**src/design/sfmm_pkg.sv**
```systemverilog
// ----------------------------------------------------------------------------
// sfmm_pkg
// Shared types and constants for the suffix min/max Fenwick tree.
// ----------------------------------------------------------------------------
`default_nettype none

package sfmm_pkg;

	localparam int TREE_SIZE_DEF = 1024;
	localparam int POS_W         = 10;
	localparam int VAL_W         = 31;
	localparam int REQ_W         = 3;
	localparam int S_DATA_W      = 48;  // position + value, padded to bytes
	localparam int M_DATA_W      = 32;  // extreme_value, padded to bytes

	localparam logic signed [VAL_W-1:0] VAL_LIMIT = 31'sd1000000000;
	localparam logic signed [VAL_W-1:0] VAL_FLOOR = -31'sd1000000000;

	typedef enum logic [REQ_W-1:0] {
		REQ_UPD_MIN = 3'd0,
		REQ_UPD_MAX = 3'd1,
		REQ_QRY_MIN = 3'd2,
		REQ_QRY_MAX = 3'd3,
		REQ_CLEAR   = 3'd4
	} req_t;

	// memory port controls issued by the walker
	typedef struct packed {
		logic re;
		logic we_min;
		logic we_max;
	} mem_ctl_t;

endpackage

`default_nettype wire

```
**src/design/sfmm_walk.sv**
```systemverilog
// ----------------------------------------------------------------------------
// sfmm_walk
// Request decode and tree walk: read-modify-write for updates, running
// min/max for queries, and the table clearing sweep.
// ----------------------------------------------------------------------------
`default_nettype none

module sfmm_walk #(
	parameter  int TREE_SIZE = sfmm_pkg::TREE_SIZE_DEF,
	localparam int AW        = (TREE_SIZE > 1) ? $clog2(TREE_SIZE) : 1
) (
	input  wire logic                                clk,
	input  wire logic                                arst_n,
	// request word
	input  wire logic                                s_tvalid,
	output logic                                     s_tready,
	input  wire logic [sfmm_pkg::POS_W-1:0]          position,
	input  wire logic signed [sfmm_pkg::VAL_W-1:0]   value,
	input  wire logic [sfmm_pkg::REQ_W-1:0]          req_type,
	// result word
	output logic                                     m_tvalid,
	input  wire logic                                m_tready,
	output logic signed [sfmm_pkg::VAL_W-1:0]        extreme_value,
	// table memories
	output sfmm_pkg::mem_ctl_t                       mem_ctl,
	output logic [AW-1:0]                            waddr,
	output logic signed [sfmm_pkg::VAL_W-1:0]        min_wdata,
	output logic signed [sfmm_pkg::VAL_W-1:0]        max_wdata,
	output logic [AW-1:0]                            raddr,
	input  wire logic signed [sfmm_pkg::VAL_W-1:0]   min_rdata,
	input  wire logic signed [sfmm_pkg::VAL_W-1:0]   max_rdata
);

	import sfmm_pkg::*;

	// walk index must hold any position and the step past the last entry
	localparam int WW = ((AW > POS_W) ? AW : POS_W) + 1;
	localparam logic [WW-1:0] SIZE_W = WW'(TREE_SIZE);
	localparam logic [AW-1:0] LAST_ADDR = AW'(TREE_SIZE - 1);

	typedef enum logic [1:0] {
		ST_CLEAR,
		ST_IDLE,
		ST_WALK,
		ST_RESULT
	} state_t;

	state_t                  state_q;
	logic [AW-1:0]           clr_cnt_q;
	logic                    rd_vld_s1;
	logic                    is_max_q;
	logic                    is_query_q;
	logic [WW-1:0]           idx_q;
	logic signed [VAL_W-1:0] val_q;
	logic signed [VAL_W-1:0] acc_q;
	logic [AW-1:0]           rd_addr_s1;

	logic                    accept;
	logic signed [VAL_W-1:0] val_sat;
	logic                    in_range;
	logic                    live;
	logic                    issue_rd;
	logic [WW-1:0]           low_bit;
	logic [WW-1:0]           idx_next;
	logic signed [VAL_W-1:0] rd_data;
	logic                    better;
	logic signed [VAL_W-1:0] acc_next;
	logic                    walk_done;
	logic                    out_free;

	function automatic logic signed [VAL_W-1:0] saturate(input logic signed [VAL_W-1:0] v);
		logic signed [VAL_W-1:0] r;
		r = v;
		if (v > VAL_LIMIT) begin
			r = VAL_LIMIT;
		end else if (v < VAL_FLOOR) begin
			r = VAL_FLOOR;
		end
		return r;
	endfunction

	assign s_tready = (state_q == ST_IDLE);
	assign accept   = s_tvalid && s_tready;
	assign val_sat  = saturate(value);
	assign out_free = !m_tvalid || m_tready;

	// queries stop at the top of the table, updates run down to zero
	assign in_range = (idx_q < SIZE_W);
	assign live     = is_query_q ? ((idx_q != '0) && in_range) : (idx_q != '0);
	assign issue_rd = (state_q == ST_WALK) && live && in_range;
	assign low_bit  = idx_q & (~idx_q + WW'(1));
	assign idx_next = is_query_q ? (idx_q + low_bit) : (idx_q & (idx_q - WW'(1)));

	assign rd_data  = is_max_q ? max_rdata : min_rdata;
	assign better   = is_max_q ? (val_q > rd_data) : (val_q < rd_data);
	always_comb begin
		acc_next = acc_q;
		if (is_max_q) begin
			if (rd_data > acc_q) begin
				acc_next = rd_data;
			end
		end else begin
			if (rd_data < acc_q) begin
				acc_next = rd_data;
			end
		end
	end

	assign walk_done = (state_q == ST_WALK) && !live && !rd_vld_s1;

	// write of step n and read of step n+1 never hit the same entry
	always_comb begin
		mem_ctl.re     = issue_rd;
		mem_ctl.we_min = (state_q == ST_CLEAR) ||
			((state_q == ST_WALK) && rd_vld_s1 && !is_query_q && !is_max_q && better);
		mem_ctl.we_max = (state_q == ST_CLEAR) ||
			((state_q == ST_WALK) && rd_vld_s1 && !is_query_q && is_max_q && better);
		waddr     = (state_q == ST_CLEAR) ? clr_cnt_q : rd_addr_s1;
		min_wdata = (state_q == ST_CLEAR) ? VAL_LIMIT : val_q;
		max_wdata = (state_q == ST_CLEAR) ? VAL_FLOOR : val_q;
		raddr     = idx_q[AW-1:0];
	end

	always_ff @(posedge clk or negedge arst_n) begin
		if (!arst_n) begin
			state_q       <= ST_CLEAR;
			clr_cnt_q     <= '0;
			rd_vld_s1     <= 1'b0;
			m_tvalid      <= 1'b0;
			extreme_value <= '0;
		end else begin
			rd_vld_s1 <= issue_rd;
			if ((state_q == ST_RESULT) && out_free) begin
				m_tvalid      <= 1'b1;
				extreme_value <= acc_q;
			end else if (m_tready) begin
				m_tvalid <= 1'b0;
			end
			case (state_q)
				ST_CLEAR: begin
					clr_cnt_q <= clr_cnt_q + AW'(1);
					if (clr_cnt_q == LAST_ADDR) begin
						state_q <= ST_IDLE;
					end
				end
				ST_IDLE: begin
					if (accept) begin
						if (req_type inside {REQ_UPD_MIN, REQ_UPD_MAX, REQ_QRY_MIN,
						                     REQ_QRY_MAX}) begin
							state_q <= ST_WALK;
						end else if (req_type == REQ_CLEAR) begin
							clr_cnt_q <= '0;
							state_q   <= ST_CLEAR;
						end
					end
				end
				ST_WALK: begin
					if (walk_done) begin
						state_q <= is_query_q ? ST_RESULT : ST_IDLE;
					end
				end
				ST_RESULT: begin
					if (out_free) begin
						state_q <= ST_IDLE;
					end
				end
				default: begin
					state_q <= ST_IDLE;
				end
			endcase
		end
	end

	always_ff @(posedge clk) begin
		rd_addr_s1 <= idx_q[AW-1:0];
		if (accept) begin
			is_max_q   <= (req_type == REQ_UPD_MAX) || (req_type == REQ_QRY_MAX);
			is_query_q <= (req_type == REQ_QRY_MIN) || (req_type == REQ_QRY_MAX);
			idx_q      <= {{(WW-POS_W){1'b0}}, position};
			val_q      <= val_sat;
			acc_q      <= (req_type == REQ_QRY_MAX) ? VAL_FLOOR : VAL_LIMIT;
		end else if (state_q == ST_WALK) begin
			if (live) begin
				idx_q <= idx_next;
			end
			if (rd_vld_s1 && is_query_q) begin
				acc_q <= acc_next;
			end
		end
	end

endmodule

`default_nettype wire
```
**config.mk**
```make
export PLATFORM = sky130hd
export DESIGN_NAME = sfmm_walk
export DESIGN_NICKNAME = d
export VERILOG_FILES = /design/src/design/sfmm_pkg.sv /design/src/design/sfmm_walk.sv
export SDC_FILE = /design/constraint.sdc
export NUM_CORES = 1
export LEC_CHECK = 0
export ABC_AREA = 1
export BUFFER_PORTS_ARGS = -buffer_cell sky130_fd_sc_hd__buf_2
export CORE_ASPECT_RATIO = 2
export CORE_MARGIN = 4
export CORE_UTILIZATION = 37
export DETAILED_ROUTE_END_ITERATION = 6
export PLACE_DENSITY = 0.68
export REMOVE_ABC_BUFFERS = 1
export SLEW_MARGIN = 5
export SYNTH_ARGS = -nofsm -noshare
export SYNTH_HDL_FRONTEND = slang
export SYNTH_SLANG_ARGS = --single-unit
```
**constraint.sdc**
```tcl
create_clock -name clk -period 6.3 [get_ports clk]
set_input_delay 0.63 -clock clk [delete_from_list [all_inputs] [get_ports clk]]
set_output_delay 0.63 -clock clk [all_outputs]
set_load 0.01 [all_outputs]
```
==> flow_summary.ini <==
[run_status]
status = finished clean

[critical_path]
reg2reg_depth = 17
cpLargestDelayFamily = simple AND/OR/NAND/NOR gates
crit_path_end_kind = output pin
cp_max_fo = 35
r2r_end = acc_q[7]
path_buf_inv = 3
cp.arrival_ns = 3.79
critPathKind = reg2out
startpoint_type = register
reg2reg_from = is_max_q
cpMostUsedCell = nand2_1
path_cells = buf_4 -> inv_1 -> or2_2 -> o21ai_0 -> ha_1 -> nand4_1 -> nor3_1 -> and3_1 -> nand2_1 -> nand2_1 -> nand2_1 -> nand3_1 -> nand2_1 -> buf_2
rrSetupSlack_ns = 2.12
crit_slowest_cell = inv_1
worstPathRequired_ns = 5.67
cpPeakStageDelay_ns = 0.66

[power_and_ir_drop]
combPwrFrac_pct = 7.3
p_sw_w = 0.000492
p_per_area_nw_per_um2 = 196
clock_power_share_pct = 47.6
seqPwrFrac_pct = 45.1
peakVddDrop_v = 0.000160
cellLeakagePower_nw = 5.20
p_int_w = 0.00151
switching_share_pct = 24.6

[yosys]
yosysSeqAreaShare_pct = 42.6
avgSynthCellArea_um2 = 7.89
ys_top_cells_by_area = edfxtp_1 (27%), dfrtp_1 (13%), ha_1 (10%)
synth_edf_count = 74
syn_area_um2 = 8370
synthCells = 1061
ys_warn_count = 0
synthTopCellsByCount = nand2_1 (212), inv_1 (186), o21ai_0 (122), nor2_1 (97), edfxtp_1 (74)
synth_area_leader_cell = edfxtp_1
netlist.area_leader.share_pct = 26.5
ys.flop_type = edfxtp_1
yosys_register_bits = 130
async_flop_share_pct = 34.6
synth_cell_types = 46
synth.most_common_cell = nand2_1

[global_routing]
grt_pass1_vias = 7387
antenna_found_initial = 0
grt_max_degree = 74
grt-ovfl-total = 0
grt_usage_pct = 19.5
grt_pass1_wl_mm = 37.7

[clock_network]
ctsResizeCount = 0
path_clk_slew_ns = 0.06
htree_levels = 4
cts_setup_buffers = 0
root_buffer = clkbuf_16
ctsHoldBuffers = 0
cts_tree = yes
clockBufferDepth = 2
cts-buffers-inserted = 17
clock_latency_ns = 0.43
cts.sinks = 130

[final_layout]
antenna_cells = 0
area_growth_pct = 21.5
num-nets-final = 1440
drive_above_1_share_pct = 25.0
postLayoutCellArea_um2 = 10200

[routing]
drc = 0
num_vias = 7585
route.final.wire_length_mm = 24.6
drt_iter0_drc = 358
wl_per_cell_um = 15.9
ant_nets = 0
vias_per_cell = 4.89
drtPass1Iterations = 5

[placement]
dpl.hpwl_mm = 19.7
placed_cell_area_um2 = 9620
place_congestion = 0.934
portBuffers = 227

[floorplanning]
fp.dieW_um = 114
initial_utilization_pct = 37.8
io_pins = 228
die_y_um = 221
die-area_um2 = 25300
std_cell_rows = 77
fp.coreArea_um2 = 22200

[timing]
relSlewSlack_pct = 27.9
fin_tns_setup_ns = 0
max_freq_ghz = 0.226
setup_violations = 0
final-hold-violation-count = 0
rsz0062_at_grt = no
worst_pin_slew_ns = 1.08
period_minus_slack_ns = 4.42
min_period_over_period_pct = 70.2
skew_ns = 0.0102
slew_viol_final = 0

[worst_hold_path]
hp-class = in2async

[run]
max_cap_violations = 0
==> area by class of cell <==
cell class              count  area (um2)
flip-flops and latches    130        3570
inverters                 188         706
repair buffers            234        1190
fillers                  2232       12000
multi-input cells         690        3810
clock inverters            15         135
clock buffers              17         425
well taps                 276         345
==> how the worst max path moves through the flow <==
stage                     startpoint         end  slack, ns  cells after the start
final                       is_max_q  mem_ctl[1]       1.88                     14
after global placement      is_max_q    acc_q[3]       2.19                     17
after global routing        is_max_q  mem_ctl[1]       1.56                     14
after CTS                   is_max_q  mem_ctl[1]       1.80                     14
after floorplan             is_max_q    acc_q[0]       2.46                     15
after detailed placement    is_max_q    acc_q[4]       2.09                     17
==> kinds of logic (layout without fill, tap and decap cells) <==
family / Yosys count / in the layout / share of synthesized area (%)
AOI/OAI and AO/OA: 183 / 183 / 11.6
buffers and inverters: 241 / 454 / 12.0
and+or+nand+nor: 432 / 432 / 22.9
muxes: 1 / 1 / 0.134
adders and majority gates: 69 / 69 / 10.3
xor gates and xnor gates: 5 / 5 / 0.523
DFF: 130 / 130 / 42.6
==> power groups by stage <==
stage | Sequential, W | Clock, W | Combinational [W]
after CTS | 0.000901 | 0.000965 | 0.000145
after detailed placement | 0.000918 | 0 | 0.000144
final | 0.000901 | 0.000952 | 0.000145
after global routing | 0.000900 | 0.00101 | 0.000167
after global placement | 0.000918 | 0 | 0.000141
after floorplan | 0.000918 | 0 | 0.0000758
==> worst reg2reg max path, delay by kind of cell (launching register included) <==
kind	cells	cell delay (ns)
buffers and inverters	4	1.26
adder cells (fa/ha/maj)	1	0.37
AND/OR/NAND/NOR	11	1.70
AO/OA/AOI/OAI	1	0.17
flip-flops	1	0.32
==> routing by layer <==
metal  routed length, um  global-route usage (%)  part of all wire [%]
met1                9000                    20.4                    37
met5                   0                       0                     0
met2               13800                    37.0                    56
met3                1120                    3.69                   4.6
met4                 738                    8.13                   3.0
==> registers in the layout, indices dropped and copies added, names as in the netlist <==
signal	count
rd_addr_s1	10
clr_cnt_q	10
extreme_value	31
is_max_q	1
is_query_q	1
acc_q	31
state_q	2
idx_q	11
rd_vld_s1	1
m_tvalid	1
val_q	31
==> through the flow <==
stage / worst slack, ns / total power, W / hold slack, ns / util (%) / instances
floorplan: 2.46 / 0.000994 / 0.334 / - / 1008
global placement: 2.19 / 0.00106 / 0.417 / 43.4 / 1518
detailed placement: 2.09 / 0.00106 / 0.412 / 43.4 / 1518
CTS: 1.80 / 0.00201 / 0.412 / 45.9 / 1550
global route: 1.56 / 0.00207 / 0.439 / 45.9 / 1550
finish: 1.88 / 0.00200 / 0.377 / 45.9 / 1550
==> layout by cell type (no fill, tap or decap), types with 5 or more instances in the layout <==
cell,count
a21oi_1,33
buf_2,227
buf_4,7
clkbuf_16,17
dfrtp_1,45
dfxtp_1,11
edfxtp_1,74
ha_1,69
inv_1,185
nand2_1,211
nand3_1,39
nand4_1,14
nor2_1,97
nor3_1,9
nor4_1,5
o21ai_0,122
o21ai_1,12
or2_2,32
Note: power is estimated with default switching activity, not from simulation.
